[config.mk]
export PLATFORM = sky130hd
export DESIGN_NAME = comment_stripper_unit
export DESIGN_NICKNAME = d
export VERILOG_FILES = /design/src/rtl/cstrip_pkg.sv /design/src/rtl/comment_stripper_unit.sv /design/src/rtl/cstrip_core.sv /design/src/rtl/cstrip_out_queue.sv
export SDC_FILE = /design/constraint.sdc
export NUM_CORES = 1
export LEC_CHECK = 0
export BUFFER_PORTS_ARGS = -buffer_cell sky130_fd_sc_hd__buf_2
export CAP_MARGIN = 25
export CORE_MARGIN = 2
export CORE_UTILIZATION = 30
export CTS_CLUSTER_SIZE = 12
export DETAILED_ROUTE_END_ITERATION = 6
export PLACE_DENSITY = 0.52
export SYNTH_ARGS = -nofsm -noshare
export SYNTH_HDL_FRONTEND = slang
export SYNTH_HIERARCHICAL = 1
export SYNTH_SLANG_ARGS = --single-unit
export TNS_END_PERCENT = 50
[constraint.sdc]
create_clock -name clock -period 6.15 [get_ports clock]
set_input_delay 0.615 -clock clock [delete_from_list [all_inputs] [get_ports clock]]
set_output_delay 0.615 -clock clock [all_outputs]
set_load 0.02 [all_outputs]
[src/rtl/cstrip_pkg.sv]
// Shared types, character constants and the per-byte decision function of the comment stripper.
package cstrip_pkg;

   localparam logic [7:0] CH_SPACE = 8'h20;
   localparam logic [7:0] CH_CR    = 8'h0D;
   localparam logic [7:0] CH_LF    = 8'h0A;
   localparam logic [7:0] CH_SLASH = 8'h2F;
   localparam logic [7:0] CH_STAR  = 8'h2A;
   localparam logic [7:0] CH_NUL   = 8'h00;

   localparam int QUEUE_DEPTH = 4;
   localparam int QUEUE_PTR_W = $clog2(QUEUE_DEPTH);
   localparam int QUEUE_CNT_W = $clog2(QUEUE_DEPTH + 1);

   typedef enum logic [1:0] {
      MODE_OUT   = 2'd0,
      MODE_BLOCK = 2'd1,
      MODE_LINE  = 2'd2
   } mode_type;

   typedef struct packed {
      logic [7:0] out_byte;
      logic       last_out;
   } entry_type;

   // Up to two results that one accepted input transfer pushes into the queue.
   typedef struct packed {
      logic [1:0] num;
      entry_type  first;
      entry_type  second;
   } push_type;

   typedef struct packed {
      logic [7:0] out_byte;
      logic       pair;
      mode_type   mode;
   } decision_type;

   // Decides byte c with lookahead n in the given comment mode.
   function automatic decision_type decide(input logic [7:0] c, input logic [7:0] n,
                                           input mode_type mode);
      decision_type d;
      d.out_byte = c;
      d.pair     = 1'b0;
      d.mode     = mode;
      if (c == CH_LF) begin
         if (mode == MODE_LINE) d.mode = MODE_OUT;
      end else if (c == CH_CR) begin
         d.out_byte = CH_NUL;
      end else if (mode == MODE_BLOCK && c == CH_STAR && n == CH_SLASH) begin
         d.mode     = MODE_OUT;
         d.pair     = 1'b1;
         d.out_byte = CH_SPACE;
      end else if (mode != MODE_OUT) begin
         d.out_byte = CH_SPACE;
      end else if (c == CH_SLASH && n == CH_SLASH) begin
         d.mode     = MODE_LINE;
         d.out_byte = CH_SPACE;
      end else if (c == CH_SLASH && n == CH_STAR) begin
         d.mode     = MODE_BLOCK;
         d.pair     = 1'b1;
         d.out_byte = CH_SPACE;
      end
      return d;
   endfunction

endpackage

[src/rtl/comment_stripper_unit.sv]
// Top level of the streaming C comment stripper.
//
// This block takes a text stream one byte per transfer and returns the same number of bytes,
// in order. Bytes inside slash-slash and slash-star comments, the markers included, come out
// as spaces; every carriage return comes out as a zero byte; a line feed passes unchanged and
// ends a slash-slash comment. Each byte is decided when the byte after it arrives, so a
// result lags its input by one transfer; req_is_last flushes the held byte and the final byte
// (whose lookahead is taken as zero), and rsp_last_out marks the final result of a text. The
// next text then starts outside any comment. One input transfer is taken per clock while the
// queue is not full: the decision is combinational logic between the lookahead register and
// a four-entry result queue, and a transfer yields zero, one or two results. The queue drains
// one result per clock while the output side does not stall, and input is stalled only while
// fewer than two queue entries are free; each result is registered in the queue before rsp_.
module comment_stripper_unit (
   input  logic       clock,
   input  logic       reset,
   input  logic       req_valid,
   output logic       req_stall,
   input  logic [7:0] req_in_byte,
   input  logic       req_is_last,
   output logic       rsp_valid,
   input  logic       rsp_stall,
   output logic [7:0] rsp_out_byte,
   output logic       rsp_last_out
);

   cstrip_pkg::push_type push;
   logic                 queue_full;
   logic                 accept;

   // Input stall follows only the queue fill level, never the input valid.
   assign req_stall = queue_full;
   assign accept    = req_valid && !queue_full;

   cstrip_core u_core (
      .clock   (clock),
      .reset   (reset),
      .accept  (accept),
      .in_byte (req_in_byte),
      .is_last (req_is_last),
      .push    (push)
   );

   cstrip_out_queue u_queue (
      .clock        (clock),
      .reset        (reset),
      .push         (push),
      .full         (queue_full),
      .rsp_valid    (rsp_valid),
      .rsp_stall    (rsp_stall),
      .rsp_out_byte (rsp_out_byte),
      .rsp_last_out (rsp_last_out)
   );

endmodule

[src/rtl/cstrip_core.sv]
// Lookahead register, comment mode register and the decision logic for each input byte.
module cstrip_core (
   input  logic                 clock,
   input  logic                 reset,
   input  logic                 accept,
   input  logic [7:0]           in_byte,
   input  logic                 is_last,
   output cstrip_pkg::push_type push
);

   logic [7:0]           held_byte_ff, held_byte_in;
   logic                 held_valid_ff, held_valid_in;
   cstrip_pkg::mode_type mode_ff, mode_in;

   cstrip_pkg::decision_type d_held;
   cstrip_pkg::decision_type d_last;
   cstrip_pkg::mode_type     mode_mid;
   cstrip_pkg::entry_type    last_entry;

   always_comb begin
      d_held   = cstrip_pkg::decide(held_byte_ff, in_byte, mode_ff);
      mode_mid = held_valid_ff ? d_held.mode : mode_ff;
      // The final byte sees a zero lookahead.
      d_last   = cstrip_pkg::decide(in_byte, cstrip_pkg::CH_NUL, mode_mid);
      last_entry.out_byte = d_last.out_byte;
      last_entry.last_out = 1'b1;

      push.num    = 2'd0;
      push.first  = last_entry;
      push.second = last_entry;
      held_byte_in  = held_byte_ff;
      held_valid_in = held_valid_ff;
      mode_in       = mode_ff;

      if (accept) begin
         if (held_valid_ff) begin
            push.first.out_byte = d_held.out_byte;
            push.first.last_out = 1'b0;
            push.num            = 2'd1;
         end
         if (held_valid_ff && d_held.pair) begin
            // The incoming byte completes a two-byte marker and is used up.
            push.second.out_byte = cstrip_pkg::CH_SPACE;
            push.second.last_out = is_last;
            push.num             = 2'd2;
            held_valid_in        = 1'b0;
            held_byte_in         = cstrip_pkg::CH_NUL;
            mode_in              = is_last ? cstrip_pkg::MODE_OUT : d_held.mode;
         end else if (is_last) begin
            push.num      = held_valid_ff ? 2'd2 : 2'd1;
            held_valid_in = 1'b0;
            held_byte_in  = cstrip_pkg::CH_NUL;
            mode_in       = cstrip_pkg::MODE_OUT;
         end else begin
            held_valid_in = 1'b1;
            held_byte_in  = in_byte;
            mode_in       = mode_mid;
         end
      end
   end

   always_ff @(posedge clock) begin
      if (reset) begin
         held_byte_ff  <= cstrip_pkg::CH_NUL;
         held_valid_ff <= 1'b0;
         mode_ff       <= cstrip_pkg::MODE_OUT;
      end else begin
         held_byte_ff  <= held_byte_in;
         held_valid_ff <= held_valid_in;
         mode_ff       <= mode_in;
      end
   end

endmodule

[src/rtl/cstrip_out_queue.sv]
// Small result queue that takes up to two results per cycle and delivers one per transfer.
module cstrip_out_queue (
   input  logic                 clock,
   input  logic                 reset,
   input  cstrip_pkg::push_type push,
   output logic                 full,
   output logic                 rsp_valid,
   input  logic                 rsp_stall,
   output logic [7:0]           rsp_out_byte,
   output logic                 rsp_last_out
);

   cstrip_pkg::entry_type mem_ff [cstrip_pkg::QUEUE_DEPTH];

   logic [cstrip_pkg::QUEUE_PTR_W-1:0] wr_ptr_ff, wr_ptr_in;
   logic [cstrip_pkg::QUEUE_PTR_W-1:0] rd_ptr_ff, rd_ptr_in;
   logic [cstrip_pkg::QUEUE_CNT_W-1:0] count_ff, count_in;
   logic [cstrip_pkg::QUEUE_PTR_W-1:0] wr_ptr_next;
   logic                               pop;

   assign rsp_valid    = (count_ff != '0);
   assign pop          = rsp_valid && !rsp_stall;
   // Room for two results is kept so that a stalled head entry is never overwritten.
   assign full         = (count_ff > cstrip_pkg::QUEUE_CNT_W'(cstrip_pkg::QUEUE_DEPTH - 2));
   assign rsp_out_byte = mem_ff[rd_ptr_ff].out_byte;
   assign rsp_last_out = mem_ff[rd_ptr_ff].last_out;
   assign wr_ptr_next  = wr_ptr_ff + 1'b1;

   always_comb begin
      wr_ptr_in = wr_ptr_ff + cstrip_pkg::QUEUE_PTR_W'(push.num);
      rd_ptr_in = pop ? rd_ptr_ff + 1'b1 : rd_ptr_ff;
      count_in  = count_ff + cstrip_pkg::QUEUE_CNT_W'(push.num)
                  - cstrip_pkg::QUEUE_CNT_W'(pop);
   end

   always_ff @(posedge clock) begin
      if (reset) begin
         wr_ptr_ff <= '0;
         rd_ptr_ff <= '0;
         count_ff  <= '0;
      end else begin
         wr_ptr_ff <= wr_ptr_in;
         rd_ptr_ff <= rd_ptr_in;
         count_ff  <= count_in;
      end
   end

   always_ff @(posedge clock) begin
      if (push.num != 2'd0) mem_ff[wr_ptr_ff] <= push.first;
      if (push.num == 2'd2) mem_ff[wr_ptr_next] <= push.second;
   end

endmodule
==> qor.txt <==
SYNTH
--------------------------------------------------------------------------------------------------------
Synth area leader .........................................................................     edfxtp_1
Avg Inst Size Synth .......................................................................   11.9 sq um
Fraction of the mapped netlist area in adder cells ........................................        2.64%
Synthesis Warnings ........................................................................            6
Post-synthesis register bit count .........................................................           56
Post-synthesis net count ..................................................................          281
Compound-gate portion of the synthesized area .............................................        9.62%
XOR/XNOR Fraction of Synth Area ...........................................................       0.841%
Portion of the post-synthesis area used by sequential elements ............................        47.4%
Distinct cells, synth .....................................................................           55
Top-area cell type share of the netlist area ..............................................        34.6%
Most common flop cell mapped by yosys .....................................................     edfxtp_1
Portion of netlist area occupied by mux cells .............................................        19.8%
Post-Synthesis Cell Area ..................................................................   3120 sq um
Cell count after synthesis ................................................................          262
Cells taking the most area after synthesis ................................................ edfxtp_1 35%, mux2_2 13%, dfxtp_1 13%, mux4_2 6.5%, nor2_1 2.6%
Dominant combinational cell family by area after synthesis ................................ multiplexers
Number of enable flip-flop cells after synthesis ..........................................           36
Share of synthesized flip-flops with an asynchronous set or reset .........................           0%
Area share of and/or/nand/nor cells after synthesis .......................................        16.9%
Most frequent cells after synthesis ....................................................... 37 x mux2_2, 36 x edfxtp_1, 22 x nor2_1, 20 x dfxtp_1, 11 x inv_1
Dominant cell by count in the synthesized netlist .........................................       mux2_2

FLOORPLAN
--------------------------------------------------------------------------------------------------------
Vertical die dimension ....................................................................       106 um
Core Box Area ............................................................................. 10,200 sq um
Placement row count .......................................................................           37
Horizontal extent of the die ..............................................................       106 um
Floorplan die area ........................................................................ 11,200 sq um
Ports .....................................................................................           24
Effective utilization at floorplan ........................................................        30.5%

CRITICAL PATH
--------------------------------------------------------------------------------------------------------
Crit. End Element .........................................................................     register
Required time worst endpoint ..............................................................      6.09 ns
Critical path type ........................................................................       in2reg
CP Max Fanout .............................................................................            9
Data arrival, critical path ...............................................................      3.95 ns
Element type at the critical path start ................................................... primary input

ROUTE
--------------------------------------------------------------------------------------------------------
Ratio of routed vias to standard cells ....................................................         4.98
Antenna Nets Post-Route ...................................................................            0
Via count .................................................................................        2,100
Routed WL .................................................................................      6830 um
First DRT Iteration DRCs ..................................................................           95
Detailed-routing iteration count for the pre-antenna-repair pass ..........................            4
DRC violation count after routing .........................................................            0
WL per Instance ...........................................................................      16.2 um

GRT
--------------------------------------------------------------------------------------------------------
Pin count of the biggest net entering global routing ......................................           21
Wire length of the first global-routing pass ..............................................    11,300 um
Grt total ovfl ............................................................................            0
Initial antenna violation count ...........................................................            0
Global-route usage over all layers ........................................................        12.9%
Via count of the first global-routing pass ................................................        2,128

FINAL LAYOUT
--------------------------------------------------------------------------------------------------------
Antenna cells .............................................................................            0
Post-layout instance area .................................................................   3480 sq um
Fin nets ..................................................................................          304
Relative area change from synthesis to final layout .......................................        11.5%
Share of final-layout standard cells stronger than drive strength 1 .......................        33.6%

STA
--------------------------------------------------------------------------------------------------------
Total of endpoints with negative setup slack in the final report ..........................            0
Max-slew violation total from the final report ............................................            0
Unrepaired setup endpoints after global routing ...........................................           no
Max transition margin .....................................................................        39.0%
Maximum frequency from static timing analysis .............................................      250 MHz
Number of failing hold endpoints at the final stage .......................................            0
Setup Total Neg Slack .....................................................................         0 ns
Slew at the pin with the worst max-slew slack .............................................     0.913 ns
Min cycle time layout .....................................................................      4.00 ns
Share of the clock period used by the worst path ..........................................        65.1%
Clock Skews ...............................................................................   0.00679 ns

PWR
--------------------------------------------------------------------------------------------------------
Internal power ............................................................................       661 uW
Combinational group share of total power ..................................................        29.3%
Switching power ...........................................................................       325 uW
Worst supply voltage drop on vdd ..........................................................    0.0930 mV
Reg power frac ............................................................................        49.1%
Leakage dissipation .......................................................................      1.18 nW
Switching share of total power ............................................................        33.0%
Power density over the cells ..............................................................  283 nW/um^2
Relative contribution of the clock network to total power .................................        21.6%

CTS
--------------------------------------------------------------------------------------------------------
Number of clock buffers inserted by TritonCTS .............................................            5
Post-CTS repair timing setup buffer count .................................................            0
Post-CTS clock slew at the launch and capture registers of the worst setup and hold paths .      0.11 ns
Hold-fix buffers at CTS ...................................................................            0
H-tree Lvls ...............................................................................            2
Clk sink count ............................................................................           56
TritonCTS clock tree ......................................................................          yes
Insertion delay to the later sink of the worst-skew pair ..................................      0.31 ns
Maximum clock path buffer count ...........................................................            2
Post-CTS sizing ...........................................................................            0
Clk Tree Root Cell ........................................................................     clkbuf_8

PLACED DESIGN
--------------------------------------------------------------------------------------------------------
Number of input and output port buffers inserted ..........................................           23
Total half-perimeter wirelength after legalization and detailed placement .................      5050 um
Standard cell area after detailed placement ...............................................   3380 sq um
Weighted congestion at the end of routability-driven global placement .....................        0.818

MIN PATH
--------------------------------------------------------------------------------------------------------
Path class of the lowest-slack min-delay path .............................................      reg2reg

OUTCOME
--------------------------------------------------------------------------------------------------------
Run status ................................................................................    completed

FLOW RUN
--------------------------------------------------------------------------------------------------------
Max-cap viol count ........................................................................            0

## routing by layer
metal  track usage, %  part of all wire [%]  vias to the layer above  wire length, um
li1                 -                     -                     1041                -
met1             18.9                    51                     1031             3490
met2             19.7                    46                       24             3140
met3             2.27                   1.9                        4              130
met4             3.67                  0.95                        0               65
met5                0                     0                        -                0
## sequential cells by signal, summed over array words and instances (netlist names), named ones only
register,flops
u_core/held_byte_ff,8
u_core/held_valid_ff,1
u_core/mode_ff,2
u_queue/count_ff,3
u_queue/mem_ff,36
u_queue/rd_ptr_ff,2
u_queue/wr_ptr_ff,2
## cell usage in the layout, fill, tap and decap left out, types with 2 or more instances in the layout
cell      instances
nor2b_1           6
buf_4             3
or3_1             6
and2_2            3
nor3b_1           2
dfxtp_1          20
a22o_1            5
buf_2            23
nor4_1            2
nand4_1           3
a31oi_1           3
and3_1            5
xor2_1            3
and2_1            3
o21bai_1          2
a32oi_1           5
o21ai_0           3
nor2_1           22
edfxtp_1         36
nand2_1           7
ha_1              5
inv_1            11
nor3_1           10
mux2_2           37
or4_1             2
mux4_2            9
nand2b_1          3
or2_2             2
clkbuf_8          5
a22oi_1           4
a21oi_1          10
## final timing paths
| kind | cells past startpoint | slack (ns) | from | end |
|---|---|---|---|---|
| max reg2reg | 8 | 2.28 | u_core/held_byte_ff[7]$_SDFFE_PP0P_ | u_queue/mem_ff[3][8]$_DFFE_PP_ |
| max | 9 | 2.15 | req_in_byte[6] | u_queue/mem_ff[3][8]$_DFFE_PP_ |
| min | 2 | 0.53 | u_queue/rd_ptr_ff[0]$_SDFFE_PP0P_ | u_queue/rd_ptr_ff[0]$_SDFFE_PP0P_ |
| min reg2reg | 2 | 0.53 | u_queue/rd_ptr_ff[0]$_SDFFE_PP0P_ | u_queue/rd_ptr_ff[0]$_SDFFE_PP0P_ |
## cells by family (layout without fill, tap and decap cells)
logic type               Yosys count  count (layout)
AO/OA/AOI/OAI                     41              41
multiplexers                      46              46
flip-flops                        56              56
adder cells (fa/ha/maj)            6               6
AND/OR/NAND/NOR                   89              89
XOR/XNOR                           3               3
buffers and inverters             21              45
## metrics by stage
step	std cells	utilization, %	power (mW)	worst slack, ns	hold slack, ns
2_1_floorplan	262	-	0.699	2.37	0.486
3_3_place_gp	413	33.0	0.777	1.87	0.504
3_5_place_dp	413	33.0	0.783	1.79	0.521
4_1_cts	421	34.0	0.997	2.12	0.539
5_1_grt	422	34.0	1.05	1.84	0.568
6_report	422	34.0	0.986	2.15	0.535
## critical path, stage by stage
cell	delay [ns]
buf_2	0.12
or3_1	0.41
or4_1	0.63
nor4_1	0.35
o21ai_1	0.30
a21oi_1	0.49
and2b_2	0.25
a21oi_1	0.06
nor2b_1	0.73
## layout make-up
cell class	count	area (sq um)
inverters	11	41.3
multi-input cells	185	1560
clock buffers	5	68.8
repair buffers	26	138
flip-flops and latches	56	1480
well taps	136	170
fillers	1008	6750
clock inverters	3	27.5
## power by group through the flow
stage / clock (mW) / combinational, mW / sequential [mW]
final: 0.213 / 0.289 / 0.484
after global routing: 0.239 / 0.321 / 0.492
after CTS: 0.219 / 0.292 / 0.486
after detailed placement: 0 / 0.289 / 0.495
after global placement: 0 / 0.285 / 0.492
after floorplan: 0 / 0.230 / 0.469
No activity file was read; power rests on OpenSTA's default activity.
